File: src/sv/sxu_pkg.sv
`timescale 1ns / 1ps
`default_nettype none

package sxu_pkg;

  localparam int OP_W   = 3;
  localparam int BYTE_W = 8;
  localparam int POS_W  = 6;
  localparam int LEN_W  = 7;

  typedef enum logic [OP_W-1:0] {
    OP_SEL_FALL  = 3'd0,
    OP_RX_BYTE   = 3'd1,
    OP_SEL_RISE  = 3'd2,
    OP_HOST_TX   = 3'd3,
    OP_HOST_CMT  = 3'd4,
    OP_HOST_READ = 3'd5
  } sxu_op_t;

  typedef enum logic [2:0] {
    ST_CLEAR = 3'b001,
    ST_IDLE  = 3'b010,
    ST_RESP  = 3'b100
  } sxu_state_t;

  typedef struct packed {
    logic clear;
    logic exec;
    logic load_out;
  } sxu_cmd_t;

  typedef struct packed {
    logic clear_last;
  } sxu_sts_t;

endpackage

`default_nettype wire

File: src/sv/sxu_ctrl.sv
`timescale 1ns / 1ps
`default_nettype none

module sxu_ctrl import sxu_pkg::*; (
  input  wire logic     clk,
  input  wire logic     rst_n,
  input  wire logic     in_valid,
  output logic          in_ready,
  output logic          out_valid,
  input  wire logic     out_ready,
  input  wire sxu_sts_t sts,
  output sxu_cmd_t      cmd
);

  sxu_state_t state_r, state_nxt;
  logic       out_valid_r, out_valid_nxt;

  always_comb begin
    state_nxt     = state_r;
    out_valid_nxt = out_valid_r && !out_ready;
    cmd           = '0;
    case (state_r)
      ST_CLEAR: begin
        cmd.clear = 1'b1;
        if (sts.clear_last) begin
          state_nxt = ST_IDLE;
        end
      end
      ST_IDLE: begin
        if (in_valid) begin
          cmd.exec  = 1'b1;
          state_nxt = ST_RESP;
        end
      end
      ST_RESP: begin
        if (!out_valid_r || out_ready) begin
          cmd.load_out  = 1'b1;
          out_valid_nxt = 1'b1;
          state_nxt     = ST_IDLE;
        end
      end
      default: begin
        state_nxt = ST_CLEAR;
      end
    endcase
  end

  always_ff @(posedge clk) begin
    if (!rst_n) begin
      state_r     <= ST_CLEAR;
      out_valid_r <= 1'b0;
    end else begin
      state_r     <= state_nxt;
      out_valid_r <= out_valid_nxt;
    end
  end

  assign in_ready  = (state_r == ST_IDLE);
  assign out_valid = out_valid_r;

endmodule

`default_nettype wire

File: config.mk
export PLATFORM = sky130hd
export DESIGN_NAME = sxu_ctrl
export DESIGN_NICKNAME = d
export VERILOG_FILES = /design/src/sv/sxu_pkg.sv /design/src/sv/sxu_ctrl.sv
export SDC_FILE = /design/constraint.sdc
export NUM_CORES = 1
export LEC_CHECK = 0
export BUFFER_PORTS_ARGS = -buffer_cell sky130_fd_sc_hd__clkbuf_2
export CORE_AREA = 2 2 39 41
export DETAILED_ROUTE_END_ITERATION = 12
export DIE_AREA = 0 0 41 43
export PLACE_DENSITY = 0.31
export SYNTH_ARGS = -nofsm -noshare
export SYNTH_HDL_FRONTEND = slang
export SYNTH_SLANG_ARGS = --single-unit
File: constraint.sdc
create_clock -name clk -period 1.1 [get_ports clk]
set_input_delay 0.055 -clock clk [delete_from_list [all_inputs] [get_ports clk]]
set_output_delay 0.055 -clock clk [all_outputs]
set_load 0.03 [all_outputs]
### Word level (Yosys, flattened, before mapping)

Cells that the tools add are included.

| word-level totals | value |
|---|---|
| flip-flop bits (word level) | 4 |
| logic and storage cells | 24 |

| cells by class | value |
|---|---|
| eq/ne operators | 6 |
| mux-type cells | 11 |
| reduce and logical (&&, ||, !) cells | 5 |

Operators by type and width:

| operator | number |
|---|---|
| 3-bit two-way mux | 3 |
| 3-bit case mux with 3 select lines | 1 |
| 1-bit two-way mux | 7 |
| 2-bit inequality test, second input constant | 3 |
| 3-bit by 1-bit == test with 1-bit output, second input constant | 1 |
| 3-bit by 2-bit == test with 1-bit output, second input constant | 1 |
| 3-bit == test, second input constant | 1 |
| 3-bit AND reduction | 1 |
| 1-bit zero test | 2 |
| 1-bit logical AND | 1 |
| 1-bit logical OR | 1 |

### Longest topological paths before layout

Gate-level depths: netlist (run 1).

| depth | value |
|---|---|
| word-level depth | 4 |
| depth in mapped cells | 3 |
| mapped depth without buffers | 3 |

### Worst setup path before layout (run 1)

OpenSTA, ideal clock, no wires.

| path | value |
|---|---|
| path kind | reg-to-output |
| start | reg state_r[1] |
| end | out cmd[1] in the netlist's numbering |
| arrival time | 1.301 ns |
| setup slack | -0.256 ns |
| stages on the path, launching flop included | 3 |
| path buffers | 0 |
| cell sequence | dfxtp_1 -> nor3b_2 -> and2_1 |

RTL lines:

| element | line | text |
|---|---|---|
| from (decl) | sxu_ctrl.sv:15 | `sxu_state_t state_r, state_nxt;` |
| from (signal assigned) | sxu_ctrl.sv:53 | `state_r <= state_nxt;` |
| to (decl) | sxu_ctrl.sv:12 | `output sxu_cmd_t cmd` |

==> impl_metrics.csv, run 1 <==
group,metric,value,unit
synth,synth_top_family_by_area,"simple AND/OR/NAND/NOR gates",
power,peakVddDrop,0.405,mV
sta,grt_setup_unrepaired,"true",
setup_path,path_class,"reg2out",
sta,period_share,106,%
placed_design,post-place-ws,0.0123,ns
placed_design,dp_hpwl,447,um
synth,postSynthCellCount,23,
placed_design,dpl-instance-area,333,um2
floorplan,ioPinCount,10,
floorplan,die_h,43,um
layout,fill_cells,152,
sta,finalSetupViolCount,3,
run,cap_viol_max_count,0,
layout,syn_to_final_growth,96.0,%
layout,final_common_cell,"clkbuf_2",
setup_path,path_max_fanout,7,
floorplan,die_x,41,um
global_route,gr-usage-all-layers,8.53,%
sta,slew_viol_final,0,
synth,synthMuxAreaShare,0,%
sta,final_hold_viol_count,0,
sta,finalClockSkew,0.00465,ns
worst_hold_path,hp-class,"in2reg",
floorplan,die_area,1760,um2
synth,netlist_area,216,um2
setup_path,arrival,1.11,ns
clock_tree,clk_path_buf_depth,2,
layout,multi_input_area,169,um2
clock_tree,clock_sinks,4,
power,p_per_area,1320,nW/um2
route,drc_errors,0,
outcome,status,"finished, violations left",
layout,drive_gt1_share,65.0,%
global_route,grt_max_degree,8,
clock_tree,path_clk_slew,0.04,ns
synth,ys_types,18,
sta,fin_crit,1.16,ns
power,seqPwrFrac,31.2,%
synth,synthesis.nets,28,
synth,yosys.area_share.simple,44.5,%
sta,tightest_slew,0.167,ns
floorplan,rows,14,
clock_tree,htree_levels,1,
clock_tree,clock_latency,0.24,ns
synth,ys_seq_elements,4,
setup_path,critPathRequiredTime,1.04,ns
outcome,violations,"negative setup slack",
route,wl_per_cell,10.3,um
layout,area.sequential,92.6,um2
route,drtIter0Drc,0,
global_route,antenna_found_initial,0,
synth,synth-compound-area-share,16.8,%
synth,synth_fa_ha_area_share,0,%
sta,timing.slew.headroom,88.8,%
sta,fmax,861,MHz
power,power_switching_share,27.8,%
power,power.switching,0.000156,W
setup_path,end_kind,"primary output",
route,via_per_inst,4.11,
route,first_pass_iters,1,
layout,layout_common_cells,"clkbuf_2, clkbuf_4, dfxtp_4",
setup_path,crit_path_start_kind,"flip-flop",
power,clkPwrFrac,35.3,%
synth,synth_warnings,0,
clock_tree,holdBufCountCts,0,
synth,synth_area_per_cell,9.41,um2
floorplan,initial_utilization,15.6,%
layout,design_area,424,um2
floorplan,coreArea,1380,um2
route,ant_nets,0,
global_route,grt_pass1_wl,972,um
placed_design,port_buffers,9,
layout,num_antenna_cells,0,
sta,setup-tns-final,-0.142,ns
clock_tree,numCtsBuffers,3,
route,drt-total-wl,577,um
route,dr_total_vias,230,
placed_design,finalWeightedCongestion,0.720,
clock_tree,root_buffer,"clkbuf_4",
layout,nNetsFinal,46,
clock_tree,cts_tree,"done",
synth,yosysSeqAreaShare,37.0,%
global_route,first_global_vias,248,
power,power_frac_comb,33.4,%
sta,setup_ws,-0.0617,ns
global_route,overflow,0,
synth,synth-xor-area-share,0,%
power,p_leak,0.183,nW
power,intPower,0.000404,W
[critical path, cell delays in order (launching register included)]
cell and delay, ns:
dfxtp_4 0.38, nor3b_4 0.22, and2_4 0.17, buf_8 0.11
[cells in the mapped netlist]
cell type | count | area, um2
nand3_1 | 1 | 5.00
nor3_2 | 1 | 10.0
and2_1 | 1 | 6.26
o311a_1 | 1 | 10.0
a31oi_1 | 1 | 6.26
nor2b_1 | 1 | 6.26
nor3b_2 | 2 | 25.0
o21ai_0 | 1 | 5.00
and3b_1 | 1 | 8.76
nor2_1 | 1 | 3.75
dfxtp_1 | 4 | 80.1
nand2_1 | 1 | 3.75
nor3b_1 | 1 | 7.51
o21a_1 | 1 | 7.51
nand2b_1 | 2 | 12.5
inv_1 | 1 | 3.75
and2b_1 | 1 | 7.51
o211ai_1 | 1 | 7.51
[registers in the layout, indices dropped and copies added, names as in the netlist]
register / flops
state_r: 3
out_valid: 1
[routing by layer]
metal,GRT usage (%),routed length (um),vias to the layer above
li1,-,-,118
met1,9.62,265,103
met2,11.6,282,9
met3,3.14,29,0
met4,8.00,0,0
met5,0,0,-
[area by class of cell]
cell class / instances / share of cell area, %
timing repair buffer: 13 / 26.5
clock buffer: 4 / 6.19
inverter: 1 / 0.885
tap: 16 / 4.72
multi-input combinational: 18 / 39.8
sequential: 4 / 21.8
[power groups by stage]
stage / clock network, W / logic [W] / registers (W)
floorplan: 0 / 0.0000865 / 0.000186
global placement: 0 / 0.000135 / 0.000179
detailed placement: 0 / 0.000134 / 0.000179
CTS: 0.000211 / 0.000182 / 0.000176
global route: 0.000214 / 0.000203 / 0.000177
finish: 0.000198 / 0.000187 / 0.000175
[final timing paths]
| path | from | end | slack, ns | depth (start not counted) |
|---|---|---|---|---|
| hold reg to reg | state_r[0] | state_r[2] | 0.48 | 1 |
| hold / removal | rst_n | state_r[0] | 0.04 | 2 |
| setup / recovery | state_r[2] | cmd[1] | -0.06 | 3 |
| setup reg to reg | state_r[0] | state_r[1] | 0.01 | 3 |
[logic make-up (layout without fill, tap and decap cells)]
family                 after synthesis  count (layout)
AO/OA/AOI/OAI                        5               5
buffers and inverters                1              18
flip-flops                           4               4
AND/OR/NAND/NOR                     13              13
[repair_timing]
item,in CTS,in global routing
setup endpoints to repair,4,6
gates cloned,0,0
gates resized for setup,10,2
setup buffers,3,0
pin swaps,4,5
[metrics by stage]
| stage | hold slack, ns | instances | power [W] | utilization (%) |
|---|---|---|---|---|
| floorplan | 0.127 | 23 | 0.000272 | - |
| global placement | 0.279 | 49 | 0.000315 | 24.1 |
| detailed placement | 0.275 | 49 | 0.000313 | 24.1 |
| CTS | 0.0304 | 56 | 0.000569 | 30.3 |
| global route | 0.0496 | 56 | 0.000594 | 30.7 |
| finish | 0.0352 | 56 | 0.000560 | 30.7 |
Note: power is estimated with default switching activity, not from simulation.
==> run 2: changes to the inputs <==
Settings changed: REMOVE_ABC_BUFFERS set to 1.
==> run 2 against run 1 <==
  * Fmax down 0.99%
  * Die area did not move
  * Routed wire length decreased by 0.35%
  * Highest routed layer is now met4
  * Hold slack better by 0.0087 ns
  * Final area up 1.8%
  * Combinational power down 2%
  * Global-route usage is 0.10 points lower
  * The run still ends with negative setup slack left
  * Sequential share of layout area shrank 1.2 points
==> impl_metrics.csv, run 2 (same netlist as run 1, synthesis figures left out) <==
group,metric,value,unit
power,p_leak,0.192,nW
setup_path,critPathRequiredTime,1.04,ns
route,wl_met3,38,um
floorplan,initial_utilization,15.6,%
setup_path,ff2ff_setup_slack,-0.04,ns
setup_path,worstSetupStartpoint,"state_r[2]",
setup_path,path_class,"reg2out",
layout,fill_cells,154,
layout,layoutNonFillerInstCount,57,
global_route,grt_pass1_wl,966,um
sta,finalClockSkew,0.00318,ns
global_route,first_global_vias,245,
clock_tree,htree_levels,1,
floorplan,die_area,1760,um2
route,dr_total_vias,250,
worst_hold_path,hp-class,"in2reg",
layout,drive_gt1_share,65.9,%
clock_tree,clk_path_buf_depth,2,
clock_tree,numCtsBuffers,3,
global_route,gr-usage-all-layers,8.43,%
route,via_per_inst,4.39,
placed_design,dp_cells,51,
route,wl_per_cell,10.1,um
sta,slew_viol_final,0,
layout,final_core_utilization,31.2,%
route,drtIter0Drc,0,
floorplan,die_h,43,um
layout,final_common_cell,"clkbuf_2",
layout,largest_reg_flops,3,
placed_design,finalWeightedCongestion,0.700,
power,p_total,0.000530,W
sta,timing.slew.headroom,87.8,%
floorplan,ioPinCount,10,
placed_design,post-place-ws,0.00769,ns
layout,regMostFlops,"state_r",
power,p_per_area,1230,nW/um2
setup_path,r2r_start,"state_r[2]",
sta,grt_setup_unrepaired,"true",
floorplan,coreArea,1380,um2
route,top_layer,"met4",
floorplan,rows,14,
floorplan,die_x,41,um
sta,tightest_slew,0.182,ns
route,drc_errors,0,
setup_path,crit_path_start_kind,"flip-flop",
sta,setup_ws,-0.0733,ns
clock_tree,clock_latency,0.23,ns
sta,holdWs,0.0439,ns
setup_path,path_max_fanout,6,
sta,fin_crit,1.17,ns
layout,nNetsFinal,48,
route,first_pass_iters,1,
setup_path,end_kind,"primary output",
clock_tree,clock_sinks,4,
outcome,status,"finished, violations left",
run,cap_viol_max_count,0,
route,drt-total-wl,575,um
route,drt-met1-wl,192,um
sta,final_hold_viol_count,0,
global_route,grt_max_degree,8,
sta,fmax,852,MHz
global_route,overflow,0,
worst_hold_path,min_from,"rst_n",
layout,layout_common_cells,"clkbuf_2, clkbuf_4, buf_4",
clock_tree,cts_tree,"done",
global_route,antenna_found_initial,0,
route,ant_nets,0,
route,wl_met2,336,um
placed_design,port_buffers,9,
layout,syn_to_final_growth,99.4,%
setup_path,arrival,1.12,ns
layout,num_antenna_cells,0,
sta,finalSetupViolCount,4,
power,peakVddDrop,0.404,mV
sta,period_share,107,%
clock_tree,root_buffer,"clkbuf_4",
outcome,violations,"negative setup slack",
clock_tree,path_clk_slew,0.04,ns
run 2: cell types whose count changed in the layout (fill, tap and decap cells not counted):
cell      before  now
dfxtp_4        3    2
clkbuf_1       1    0
buf_4          2    4
dfxtp_1        0    1
run 2: critical path, cell delays in order (launching register included):
cell and delay (ns):
dfxtp_4 0.36, buf_4 0.15, nor3b_4 0.19, clkbuf_8 0.19
run 2: layout make-up:
cell class | instances | area, um2 | area share [%]
clock buffers | 3 | 22.5 | 5.22
inverters | 1 | 3.75 | 0.870
multi-input cells | 18 | 169 | 39.1
flip-flops and latches | 4 | 88.8 | 20.6
well taps | 16 | 20.0 | 4.64
repair buffers | 15 | 128 | 29.6
run 2: worst paths after layout:
check | to | depth (start not counted)
worst max-delay path | cmd[2] | 3
worst max register to register | state_r[1] | 4
worst min-delay path | state_r[0] | 2
worst min register to register | state_r[2] | 1
run 2: timing repair:
| action | 4_1_cts | 5_1_grt |
|---|---|---|
| endpoints found under the setup margin | 4 | 6 |
| setup buffers | 2 | 1 |
| gates resized for setup | 17 | 5 |
| pin swaps | 4 | 6 |
| gates cloned | 0 | 0 |
| hold buffers | 0 | 0 |
run 2: routing by layer:
layer,up-vias,GRT usage (%)
li1,123,-
met1,118,8.33
met2,7,12.5
met3,2,4.71
met4,0,6.00
met5,-,0
run 2: metrics by stage:
stage,TNS (ns),area [um2]
4_1_cts,-0.193,409
3_5_place_dp,0,304
2_1_floorplan,-0.492,216
5_1_grt,-0.445,432
6_report,-0.194,432
3_3_place_gp,0,304
run 2: power breakdown:
group / switching, W / internal [W] / total [W]
combinational: 0.0000790 / 0.000104 / 0.000183
clock: 0.0000506 / 0.000121 / 0.000172
sequential: 0.0000164 / 0.000159 / 0.000175
total: 0.000146 / 0.000384 / 0.000530
