===== src/sv/sxu_pkg.sv =====
`timescale 1ns / 1ps
`default_nettype none

package sxu_pkg;

  localparam int OP_W   = 3;
  localparam int BYTE_W = 8;
  localparam int POS_W  = 6;
  localparam int LEN_W  = 7;

  typedef enum logic [OP_W-1:0] {
    OP_SEL_FALL  = 3'd0,
    OP_RX_BYTE   = 3'd1,
    OP_SEL_RISE  = 3'd2,
    OP_HOST_TX   = 3'd3,
    OP_HOST_CMT  = 3'd4,
    OP_HOST_READ = 3'd5
  } sxu_op_t;

  typedef enum logic [2:0] {
    ST_CLEAR = 3'b001,
    ST_IDLE  = 3'b010,
    ST_RESP  = 3'b100
  } sxu_state_t;

  typedef struct packed {
    logic clear;
    logic exec;
    logic load_out;
  } sxu_cmd_t;

  typedef struct packed {
    logic clear_last;
  } sxu_sts_t;

endpackage

`default_nettype wire


===== src/sv/sxu_datapath.sv =====
`timescale 1ns / 1ps
`default_nettype none

module sxu_datapath import sxu_pkg::*; #(
  parameter int FRAME_BYTES = 64
) (
  input  wire logic              clk,
  input  wire logic              rst_n,
  input  wire sxu_cmd_t          cmd,
  output sxu_sts_t               sts,
  input  wire logic [OP_W-1:0]   op,
  input  wire logic [BYTE_W-1:0] data_byte,
  input  wire logic [POS_W-1:0]  position,
  input  wire logic [LEN_W-1:0]  length,
  output logic [BYTE_W-1:0]      miso_byte,
  output logic                   ready_line,
  output logic                   attention_pulse,
  output logic                   accepted,
  output logic [BYTE_W-1:0]      rx_data,
  output logic                   rx_ready,
  output logic                   tx_pending,
  output logic                   transfer_active
);

  localparam int          AW = (FRAME_BYTES > 1) ? $clog2(FRAME_BYTES) : 1;
  localparam int          IW = $clog2(FRAME_BYTES + 1);
  localparam logic [31:0] FB = 32'(FRAME_BYTES);

  logic [BYTE_W-1:0] tx_mem [FRAME_BYTES];
  logic [BYTE_W-1:0] rx_mem [FRAME_BYTES];
  logic [BYTE_W-1:0] tx_rd_r, rx_rd_r;

  logic [IW-1:0]    idx_r, idx_nxt;
  logic [LEN_W-1:0] tx_len_r, tx_len_nxt;
  logic             rx_ready_r, rx_ready_nxt;
  logic             pending_r, pending_nxt;
  logic             active_r, active_nxt;
  logic             ready_lvl_r, ready_lvl_nxt;
  logic [AW-1:0]    clr_addr_r;

  logic miso_en_r, miso_en_nxt;
  logic attn_r, attn_nxt;
  logic acc_r, acc_nxt;
  logic rxd_en_r, rxd_en_nxt;

  logic              tx_we, tx_re, rx_we, rx_re;
  logic [AW-1:0]     tx_wa, tx_ra, rx_wa, rx_ra;
  logic [BYTE_W-1:0] tx_wd;

  sxu_op_t     op_e;
  logic [31:0] pos_w, len_w, idx_w, inc_w, txl_w;
  logic [IW-1:0] idx_inc;
  logic [AW-1:0] pos_a;

  always_comb begin
    op_e    = sxu_op_t'(op);
    pos_w   = 32'(position);
    len_w   = 32'(length);
    idx_w   = 32'(idx_r);
    idx_inc = idx_r + IW'(1);
    inc_w   = 32'(idx_inc);
    txl_w   = 32'(tx_len_r);
    pos_a   = pos_w[AW-1:0];

    idx_nxt       = idx_r;
    tx_len_nxt    = tx_len_r;
    rx_ready_nxt  = rx_ready_r;
    pending_nxt   = pending_r;
    active_nxt    = active_r;
    ready_lvl_nxt = ready_lvl_r;
    miso_en_nxt   = 1'b0;
    attn_nxt      = 1'b0;
    acc_nxt       = 1'b0;
    rxd_en_nxt    = 1'b0;
    tx_we = 1'b0;
    tx_wa = '0;
    tx_wd = '0;
    tx_re = 1'b0;
    tx_ra = '0;
    rx_we = 1'b0;
    rx_wa = '0;
    rx_re = 1'b0;
    rx_ra = '0;

    if (cmd.clear) begin
      tx_we = 1'b1;
      tx_wa = clr_addr_r;
    end

    if (cmd.exec) begin
      case (op_e)
        OP_SEL_FALL: begin
          idx_nxt       = '0;
          active_nxt    = 1'b1;
          ready_lvl_nxt = 1'b1;
          tx_re         = 1'b1;
          miso_en_nxt   = (txl_w != 32'd0);
        end
        OP_RX_BYTE: begin
          if (active_r && idx_w < FB) begin
            rx_we       = 1'b1;
            rx_wa       = idx_r[AW-1:0];
            idx_nxt     = idx_inc;
            tx_re       = 1'b1;
            tx_ra       = idx_inc[AW-1:0];
            miso_en_nxt = (inc_w < FB) && (inc_w < txl_w);
          end
        end
        OP_SEL_RISE: begin
          active_nxt    = 1'b0;
          rx_ready_nxt  = (idx_w == FB);
          idx_nxt       = '0;
          ready_lvl_nxt = 1'b0;
          if (pending_r) begin
            pending_nxt = 1'b0;
            tx_we       = 1'b1;
          end
        end
        OP_HOST_TX: begin
          if (pos_w < FB && !pending_r && !active_r) begin
            tx_we   = 1'b1;
            tx_wa   = pos_a;
            tx_wd   = data_byte;
            acc_nxt = 1'b1;
          end
        end
        OP_HOST_CMT: begin
          if (len_w <= FB && !pending_r && !active_r) begin
            tx_len_nxt    = length;
            pending_nxt   = 1'b1;
            ready_lvl_nxt = 1'b0;
            attn_nxt      = 1'b1;
            acc_nxt       = 1'b1;
          end
        end
        OP_HOST_READ: begin
          if (rx_ready_r && pos_w < FB) begin
            rx_re      = 1'b1;
            rx_ra      = pos_a;
            rxd_en_nxt = 1'b1;
            acc_nxt    = 1'b1;
            if (pos_w == FB - 32'd1) begin
              rx_ready_nxt = 1'b0;
            end
          end
        end
        default: begin
        end
      endcase
    end
  end

  assign sts.clear_last = (32'(clr_addr_r) == FB - 32'd1);

  always_ff @(posedge clk) begin
    if (tx_we) begin
      tx_mem[tx_wa] <= tx_wd;
    end
    if (tx_re) begin
      tx_rd_r <= tx_mem[tx_ra];
    end
  end

  always_ff @(posedge clk) begin
    if (rx_we) begin
      rx_mem[rx_wa] <= data_byte;
    end
    if (rx_re) begin
      rx_rd_r <= rx_mem[rx_ra];
    end
  end

  always_ff @(posedge clk) begin
    if (!rst_n) begin
      idx_r       <= '0;
      tx_len_r    <= '0;
      rx_ready_r  <= 1'b0;
      pending_r   <= 1'b0;
      active_r    <= 1'b0;
      ready_lvl_r <= 1'b0;
      clr_addr_r  <= '0;
    end else begin
      idx_r       <= idx_nxt;
      tx_len_r    <= tx_len_nxt;
      rx_ready_r  <= rx_ready_nxt;
      pending_r   <= pending_nxt;
      active_r    <= active_nxt;
      ready_lvl_r <= ready_lvl_nxt;
      if (cmd.clear) begin
        clr_addr_r <= clr_addr_r + AW'(1);
      end
    end
  end

  always_ff @(posedge clk) begin
    if (cmd.exec) begin
      miso_en_r <= miso_en_nxt;
      attn_r    <= attn_nxt;
      acc_r     <= acc_nxt;
      rxd_en_r  <= rxd_en_nxt;
    end
    if (cmd.load_out) begin
      miso_byte       <= miso_en_r ? tx_rd_r : '0;
      ready_line      <= ready_lvl_r;
      attention_pulse <= attn_r;
      accepted        <= acc_r;
      rx_data         <= rxd_en_r ? rx_rd_r : '0;
      rx_ready        <= rx_ready_r;
      tx_pending      <= pending_r;
      transfer_active <= active_r;
    end
  end

endmodule

`default_nettype wire


===== config.mk =====
export PLATFORM = sky130hd
export DESIGN_NAME = sxu_datapath
export DESIGN_NICKNAME = d
export VERILOG_FILES = /design/src/sv/sxu_pkg.sv /design/src/sv/sxu_datapath.sv
export SDC_FILE = /design/constraint.sdc
export NUM_CORES = 1
export LEC_CHECK = 0
export ABC_AREA = 1
export BUFFER_PORTS_ARGS = -buffer_cell sky130_fd_sc_hd__buf_2
export CAP_MARGIN = 20
export CELL_PAD_IN_SITES_DETAIL_PLACEMENT = 1
export CELL_PAD_IN_SITES_GLOBAL_PLACEMENT = 2
export CORE_MARGIN = 2
export CORE_UTILIZATION = 46
export DETAILED_ROUTE_END_ITERATION = 7
export GPL_TIMING_DRIVEN = 0
export PLACE_DENSITY = 0.85
export SETUP_SLACK_MARGIN = 0.2
export SLEW_MARGIN = 20
export SYNTH_ARGS = -nofsm -noshare
export SYNTH_HDL_FRONTEND = slang
export SYNTH_SLANG_ARGS = --single-unit

===== constraint.sdc =====
create_clock -name clk -period 4.7 [get_ports clk]
set_input_delay 0.705 -clock clk [delete_from_list [all_inputs] [get_ports clk]]
set_output_delay 0.705 -clock clk [all_outputs]
set_load 0.01 [all_outputs]

Yosys cells after proc, flatten, opt, wreduce, memory -nomap -nowiden
Memory sizes are Yosys's and may differ from the RTL's. A register that Yosys moved wholly into a read port is not among the register bits.
Cells that the tools add are included.

storage, ports and cells
  bits in registers = 50
  RAM bits = 1,024
  bits of input ports = 29
  output and inout port bits = 23
  memories kept = 2

cells by class
  add/sub/neg operators = 2
  $lt $le $gt $ge = 4
  equality and inequality tests = 10
  muxes and demuxes = 48
  reductions and logical operators = 21

memory list
  memory  words  bits a word  rd ports  clocked after memory_dff  wr ports  line                text
  rx_mem  64     8            1         1                         1         sxu_datapath.sv:30  logic [BYTE_W-1:0] rx_mem [FRAME_BYTES];
  tx_mem  64     8            1         1                         1         sxu_datapath.sv:29  logic [BYTE_W-1:0] tx_mem [FRAME_BYTES];

operators by type and width
  cell                 count
  $mux 6               13
  $mux 8               3
  $mux 1               22
  $lt 7x7->1 const B   2
  $pmux 7 s2           1
  $eq 6x6->1 const B   2
  $pmux 1 s2           6
  $reduce_and 3->1     4
  $reduce_bool 2->1    4
  $add 7x1->7 const B  1
  $eq 7x7->1 const B   1
  $le 7x7->1 const B   1
  $lt 7x7->1           1
  $mux 7               1
  $reduce_bool 7->1    1
  $add 6x1->6 const B  1
  $eq 3x2->1 const B   2
  $eq 3x3->1 const B   2
  $pmux 1 s3           2
  $logic_and 1x1->1    5
  $ne 2x2->1 const B   2
  $reduce_and 2->1     2
  $eq 3x1->1 const B   1
  $logic_not 3->1      1
  other kinds (3)      4

Longest topological paths before layout
Gate-level depths: netlist of run 1.

  depth after elaboration = 7
  depth in mapped cells = 15
  gate-level depth less buffers = 13

Least setup slack after synthesis of run 1
OpenSTA, ideal clock, no wires.

  path type = in2reg
  start point = in op[1]
  end point = mem tx_mem[0][0] (data pin)
  setup time = 0.499 ns
  data arrival time = 2.847 ns
  required time = 4.201 ns
  slack = 1.353 ns
  cell stages on the path = 7
  path buffers = 1
  path through = inv_2 > nor2_2 > nand2_1 > nor2_4 > nand2_4 > buf_4 > nor2_1

on the way
  longest elaborated chain between the ends = 3

RTL lines
  item                line                text
  start: declaration  sxu_datapath.sv:11  input wire logic [OP_W-1:0] op,
  $eq 3x2->1          sxu_datapath.sv:91  case (op_e)
  $mux 8              sxu_datapath.sv:91
  $mux 8              sxu_datapath.sv:90  if (cmd.exec) begin
  via tx_wd[0]        sxu_datapath.sv:48  logic [BYTE_W-1:0] tx_wd;
  end: declaration    sxu_datapath.sv:29

The timed path passes the listed nets, and every way through them passes these cells.

Final worst setup path of run 1
  start point = reg active_r
  end point = mem rx_mem[62][2], enable pin

on the way
  longest elaborated chain between the ends = 6
  elaborated cells on any way between the ends = 9
  classes of those cells = 8 x mux; 1 x reduce/logical

RTL lines
  item                          line                 text
  start: declaration            sxu_datapath.sv:37   logic active_r, active_nxt;
  start signal: assignment      sxu_datapath.sv:187  active_r <= active_nxt;
  $logic_and 1x1->1 (*)         sxu_datapath.sv:100  if (active_r && idx_w < FB) begin
  $mux 1                        sxu_datapath.sv:100
  $mux 1                        sxu_datapath.sv:91
  $mux 1                        sxu_datapath.sv:90
  $mux 1                        sxu_datapath.sv:165  if (rx_we) begin
  $mux 1 (not written as such)  sxu_datapath.sv:166  rx_mem[rx_wa] <= data_byte;
  end: declaration              sxu_datapath.sv:30

Every way passes the cells marked *; elsewhere a longest branch is shown, timed or not.

==> results.sh, run 1 <==
export IMPL_status="finished clean"
export IMPL_finalCriticalPeriod_ns=4.30
export IMPL_setup_viol=0
export IMPL_met2_usage_pct=53.1
export IMPL_rsz0062_at_grt="false"
export IMPL_final_hold_viol_count=0
export IMPL_clk_insertion_delay_late_ns=0.72
export IMPL_arrival_ns=4.62
export IMPL_postCtsSetupRepairBufs=0
export IMPL_start_kind="flip-flop"
export IMPL_crit_family="simple AND/OR/NAND/NOR gates"
export IMPL_grt_pass1_wl_um=240000
export IMPL_portBuffers=50
export IMPL_crit_chain="nand3_1 -> nor2_2 -> nand2_1 -> inv_2 -> buf_2 -> buf_2 -> nand3_1 -> nor2_1"
export IMPL_synth_most_common_cell="edfxtp_1"
export IMPL_io_pin_count=52
export IMPL_slew_headroom_pct=22.7
export IMPL_drt_wirelength_per_cell_um=26.9
export IMPL_clockBufferDepth=3
export IMPL_die_x_um=326
export IMPL_synth_edf_count=1066
export IMPL_via_per_inst=5.63
export IMPL_drv_slew=0
export IMPL_r2r_start="active_r"
export IMPL_ys_warn_count=0
export IMPL_grt_usage_pct=31.0
export IMPL_cts_resized=0
export IMPL_num_vias=34600
export IMPL_fin_crit_sh_pct=91.5
export IMPL_antenna_found_initial=1
export IMPL_hold_path_class="in -> reg"
export IMPL_die_y_um=326
export IMPL_reg2reg_slack_ns=0.40
export IMPL_whs_ns=0.312
export IMPL_start_util_pct=46.2
export IMPL_cap_violations=0
export IMPL_areaGrowthSynthToFinish_pct=13.5
export IMPL_route_detailed_drc=0
export IMPL_layout_drive_gt1_share_pct=10.1
export IMPL_worstMarginPinSlew_ns=1.15
export IMPL_path_max_fanout=10
export IMPL_yosys_top_cells_count="edfxtp_1 (1,066), nand3_1 (959), nand2_1 (953)"
export IMPL_grt_remaining_overflow=0
export IMPL_netlist_top_cells_area="edfxtp_1 (67%), nand3_1 (10%), nand2_1 (7.5%)"
export IMPL_cts_sinks=1090
export IMPL_core_area_mm2=0.103
export IMPL_slowest_stage="nor2_1"
export IMPL_synth_nets=4502
export IMPL_cts_root_buf="clkbuf_16"
export IMPL_die_area_mm2=0.106
export IMPL_clk_pin_slew_worst_paths_ns=0.06
export IMPL_vdd_ir_drop_max_mv=0.357
export IMPL_ys_flop_type="edfxtp_1"
export IMPL_grt_met1_usage_pct=37.5
export IMPL_drtIter0Drc=3174
export IMPL_synth_largest_area_cell="edfxtp_1"
export IMPL_place_hpwl_um=114000
export IMPL_dr_pass1_iters=6
export IMPL_postSynth_asyncResetShare_pct=0
export IMPL_antenna_left=0
export IMPL_cpPeakStageDelay_ns=1.07
export IMPL_grt_pass1_vias=35600
export IMPL_skew_ns=0.0210
export IMPL_ys_ff_latch=1090
export IMPL_powerDensity_mw_per_mm2=374
export IMPL_holdBufCountCts=0
export IMPL_grtUsageMet3_pct=4.72
export IMPL_critical_path_class="reg -> reg"
export IMPL_synth_top_area_share_pct=67.2
export IMPL_cts_buffers=117
export IMPL_startpoint="active_r"
export IMPL_fmax_mhz=233
export IMPL_grt_max_degree=66
export IMPL_drt_total_wl_um=165000
export IMPL_timing_setup_tns_ns=0
export IMPL_synthCells=4464
export IMPL_hold_start="rst_n"
export IMPL_synth_area_mm2=0.0477
export IMPL_synth_cell_types=35
export IMPL_required_ns=5.02
export IMPL_ys_seq_area_share_pct=68.2
export IMPL_busiest_layer="met2"
export IMPL_cp_end_kind="flip-flop"
export IMPL_rows=118
export IMPL_cp_num_buf_inv=3
export IMPL_finalNetCount=4698
export IMPL_p_leak_nw=21.6
export IMPL_gp_congestion=0.910
export IMPL_cts_tree="done"
export IMPL_avgSynthCellArea_um2=10.7
export IMPL_htreeDepth=3
[power by group]
group	total, mW	internal (mW)	switching (mW)
Sequential	10.7	10.6	0.0115
Combinational	0.421	0.0852	0.336
Clock	9.17	5.23	3.94
[sequential cells by signal, summed over array words and instances, names as in the netlist, 6 cells and up]
| name | count |
|---|---|
| clr_addr_r | 6 |
| idx_r | 7 |
| miso_byte | 8 |
| rx_data | 8 |
| rx_mem | 512 |
| rx_rd_r | 8 |
| tx_len_r | 7 |
| tx_mem | 512 |
| tx_rd_r | 8 |
[stage by stage]
stage                     setup WS (ns)  cells  cell area, µm²  total power, mW  utilization, %
final                             0.402   6141           54100             20.2            52.4
after global routing              0.298   6140           54100             20.6            52.4
after CTS                         0.469   6137           54000             20.3            52.4
after detailed placement        -0.0355   5918           50300             11.3            48.7
after global placement            -2.01   5894           49600             11.2            48.1
after floorplan                    1.35   4464           47700             11.0               -
[cells by family (layout without fill, tap and decap cells)]
kind of cell	after synthesis	after routing	synth area share, %
AO/OA/AOI/OAI	123	123	1.60
buffers and inverters	989	1285	8.35
flip-flops	1090	1090	68.2
AND/OR/NAND/NOR	2248	2248	21.5
other	0	1	0
adder cells (fa/ha/maj)	9	9	0.236
XOR/XNOR	5	5	0.0919
[metal layers]
layer	routed length, µm	vias to the layer above
met5	7	-
met4	9930	2
met3	10200	429
met2	81700	1365
met1	63500	17400
li1	-	15400
[placed cells by master, fill, tap and decap left out, types with 4 or more instances in the layout]
cell type	netlist	routed
edfxtp_1	1066	1066
nand3_1	959	959
nand2_1	953	953
inv_1	733	733
buf_2	149	191
nor2_1	162	136
nand3b_1	136	136
clkbuf_16	0	120
clkbuf_1	46	71
o211ai_1	54	54
o21ai_0	31	31
clkinv_2	0	31
nor2_2	11	29
buf_4	20	29
buf_1	28	28
a21oi_1	26	26
dfxtp_1	24	24
clkinv_1	0	21
inv_2	12	12
buf_12	0	12
bufinv_16	0	10
nor2_4	1	9
ha_1	9	9
buf_16	0	9
nand4_1	7	7
or2_2	7	7
o21ai_1	5	5
nor3_1	4	4
a31oi_1	4	4
clkinvlp_4	0	4
[worst register-to-register path, cell delays in order, from the launching register on]
cell	delay (ns)
dfxtp_1	0.44
nand3_1	0.12
nor2_2	0.36
nand2_1	0.25
inv_2	0.21
buf_2	0.30
buf_2	0.36
nand3_1	0.79
nor2_1	1.08
[final timing paths]
check / end / cells after the start
max: rx_mem[62][2] / 8
min reg2reg: accepted / 0
max reg2reg: rx_mem[62][2] / 8
min: clr_addr_r[5] / 3
[layout make-up]
| class | count | area, µm² |
|---|---|---|
| Buffer | 244 | 1180 |
| Inverter | 745 | 2800 |
| Fill cell | 11100 | 49100 |
| Timing Repair Buffer | 77 | 833 |
| Clock buffer | 147 | 3120 |
| Multi-Input combinational cell | 2385 | 11300 |
| Antenna cell | 1 | 2.50 |
| Tap cell | 1380 | 1730 |
| Sequential cell | 1090 | 32500 |
| Clock inverter | 72 | 624 |
Note: power is estimated with default switching activity, not from simulation.
==> inputs of run 2 (changes only) <==
ABC_AREA = 0   (was 1)
CORE_UTILIZATION = 50   (was 46)
==> results.sh, run 2 <==
export IMPL_status="finished clean"
export IMPL_hold_path_class="in -> reg"
export IMPL_fin_util_pct=56.8
export IMPL_yosys_top_cells_count="edfxtp_1 (1,066), nand2_1 (554), mux2i_1 (197)"
export IMPL_cp_end_kind="flip-flop"
export IMPL_dpl_cell_count=4268
export IMPL_start_util_pct=50.5
export IMPL_rows=108
export IMPL_areaGrowthSynthToFinish_pct=12.5
export IMPL_layout_drive_gt1_share_pct=11.9
export IMPL_htreeDepth=3
export IMPL_slowest_stage="nor4_1"
export IMPL_crit_chain="ha_1 -> xnor2_2 -> inv_2 -> nand4_1 -> clkbuf_1 -> o22ai_1 -> nor4_1 -> nor4_4 -> a22o_1"
export IMPL_finalCriticalPeriod_ns=4.54
export IMPL_grt_pass1_vias=29600
export IMPL_drv_slew=0
export IMPL_mostFrequentLayoutCells="edfxtp_1 (1,066), nand2_1 (554), mux2i_1 (197)"
export IMPL_ys_seq_area_share_pct=74.2
export IMPL_antenna_left=0
export IMPL_synth_area_mm2=0.0438
export IMPL_arrival_ns=4.97
export IMPL_dpl_worst_slack_ns=-0.776
export IMPL_synth_cell_types=78
export IMPL_core_area_mm2=0.0868
export IMPL_cts_sinks=1090
export IMPL_drt_total_wl_um=148000
export IMPL_cts_buffers=109
export IMPL_cpPeakStageDelay_ns=0.88
export IMPL_synth_nets=3093
export IMPL_grt_remaining_overflow=0
export IMPL_portBuffers=50
export IMPL_critical_path_class="reg -> reg"
export IMPL_num_vias=28800
export IMPL_finalNetCount=3266
export IMPL_start_kind="flip-flop"
export IMPL_fillers=8285
export IMPL_timing_setup_tns_ns=0
export IMPL_gp_congestion=0.948
export IMPL_drt_wirelength_per_cell_um=33.2
export IMPL_dr_pass1_iters=5
export IMPL_design_area_mm2=0.0493
export IMPL_place_area_mm2=0.0457
export IMPL_rsz0062_at_grt="true"
export IMPL_skew_ns=0.0272
export IMPL_final_cells=4476
export IMPL_slew_headroom_pct=19.8
export IMPL_clockBufferDepth=3
export IMPL_path_max_fanout=10
export IMPL_clk_pin_slew_worst_paths_ns=0.06
export IMPL_postSynth_asyncResetShare_pct=0
export IMPL_fin_crit_sh_pct=96.5
export IMPL_powerDensity_mw_per_mm2=396
export IMPL_grt_usage_pct=33.1
export IMPL_final_hold_viol_count=0
export IMPL_grt_pass1_wl_um=212000
export IMPL_avgSynthCellArea_um2=14.3
export IMPL_setup_slack_ns=0.165
export IMPL_ys_flop_type="edfxtp_1"
export IMPL_synth_edf_count=1066
export IMPL_ys_warn_count=0
export IMPL_die_area_mm2=0.0900
export IMPL_cap_violations=0
export IMPL_grt_max_degree=66
export IMPL_cts_tree="done"
export IMPL_io_pin_count=52
export IMPL_vdd_ir_drop_max_mv=0.369
export IMPL_synthCells=3055
export IMPL_ys_ff_latch=1090
export IMPL_antenna_found_initial=2
export IMPL_setup_viol=0
export IMPL_synth_largest_area_cell="edfxtp_1"
export IMPL_synth_top_area_share_pct=73.1
export IMPL_route_detailed_drc=0
export IMPL_clk_insertion_delay_late_ns=0.71
export IMPL_largestRegisters="rx_mem: 512 flops, tx_mem: 512 flops"
export IMPL_place_hpwl_um=99300
export IMPL_p_leak_nw=17.2
export IMPL_drtIter0Drc=3429
export IMPL_worstMarginPinSlew_ns=1.20
export IMPL_cts_root_buf="clkbuf_16"
export IMPL_synth_most_common_cell="edfxtp_1"
export IMPL_required_ns=5.13
export IMPL_fmax_mhz=220
export IMPL_netlist_top_cells_area="edfxtp_1 (73%), nand2_1 (4.7%), mux2i_1 (4.5%)"
export IMPL_final_common_cell="edfxtp_1"
export IMPL_via_per_inst=6.43
export IMPL_die_y_um=300
export IMPL_die_x_um=300
## run 2: cell types whose count changed in the layout (fill, tap and decap cells not counted), sizes merged, moves of 59 or more
cell,previous run,this run
a21oi,26,163
a211oi,0,59
o22ai,0,73
buf,275,177
nand2,955,557
nand3b,136,8
mux2i,0,197
nand3,960,97
nor4,2,73
inv,748,21
## run 2: worst max-delay path: cells and delay by family, from the launching register on
family	cells	cell delay (ns)
AO/OA/AOI/OAI	2	0.50
XOR/XNOR	1	0.61
AND/OR/NAND/NOR	3	1.52
buffers and inverters	2	0.94
flip-flops	1	0.39
adder cells (fa/ha/maj)	1	0.27
## run 2: path summary, 6_finish.rpt
path                                 from           to  slack (ns)  cells after the start
worst max-delay path             idx_r[0]   tx_rd_r[2]        0.16                      9
worst max register to register   idx_r[0]   tx_rd_r[2]        0.16                      9
worst min-delay path            length[2]  tx_len_r[2]        0.28                      3
worst min register to register      acc_r     accepted        0.44                      0
## run 2: kinds of logic (layout without fill, tap and decap cells)
family / after synthesis / count (layout) / share of synthesized area (%)
buffers and inverters: 196 / 461 / 2.26
AO/OA/AOI/OAI: 479 / 479 / 7.16
AND/OR/NAND/NOR: 1057 / 1057 / 10.9
other: 0 / 1 / 0
multiplexers: 216 / 216 / 5.04
XOR/XNOR: 8 / 8 / 0.177
flip-flops: 1090 / 1090 / 74.2
adder cells (fa/ha/maj): 9 / 9 / 0.257
## run 2: per-layer routing
layer  vias up  GRT usage (%)  wire length [µm]
met5         -              0                11
met2      1721           54.8             71600
met3       401           5.85             13000
li1      12000              -                 -
met4         2           18.3              9120
met1     14600           41.4             54700
## run 2: layout make-up
cell class	count	area (µm²)	area share (%)
flip-flops and latches	1090	32500	66.0
repair buffers	62	473	0.960
plain buffers	181	948	1.93
multi-input cells	1769	10400	21.1
clock buffers	143	2940	5.96
inverters	15	56.3	0.114
diodes	1	2.50	0.00508
clock inverters	60	512	1.04
well taps	1155	1450	2.93
## run 2: where the power goes
group	internal (mW)	switching (mW)	leakage (nW)	total (mW)
clock network	4.78	3.73	1.68	8.51
registers	10.6	0.0165	9.81	10.7
logic	0.0713	0.264	5.67	0.336
## run 2: repair_timing
item / CTS / global route
pin swaps: 1 / 1
gates resized for setup: 14 / 7
hold buffers: 0 / 0
setup endpoints to repair: 8 / 40
buffers inserted: 3 / 0
## run 2: per-stage QoR
step,hold slack (ns),total power [mW]
after floorplan,0.400,11.0
after global placement,0.408,11.2
after detailed placement,0.432,11.2
after CTS,0.265,19.5
after global routing,0.284,19.9
final,0.281,19.5
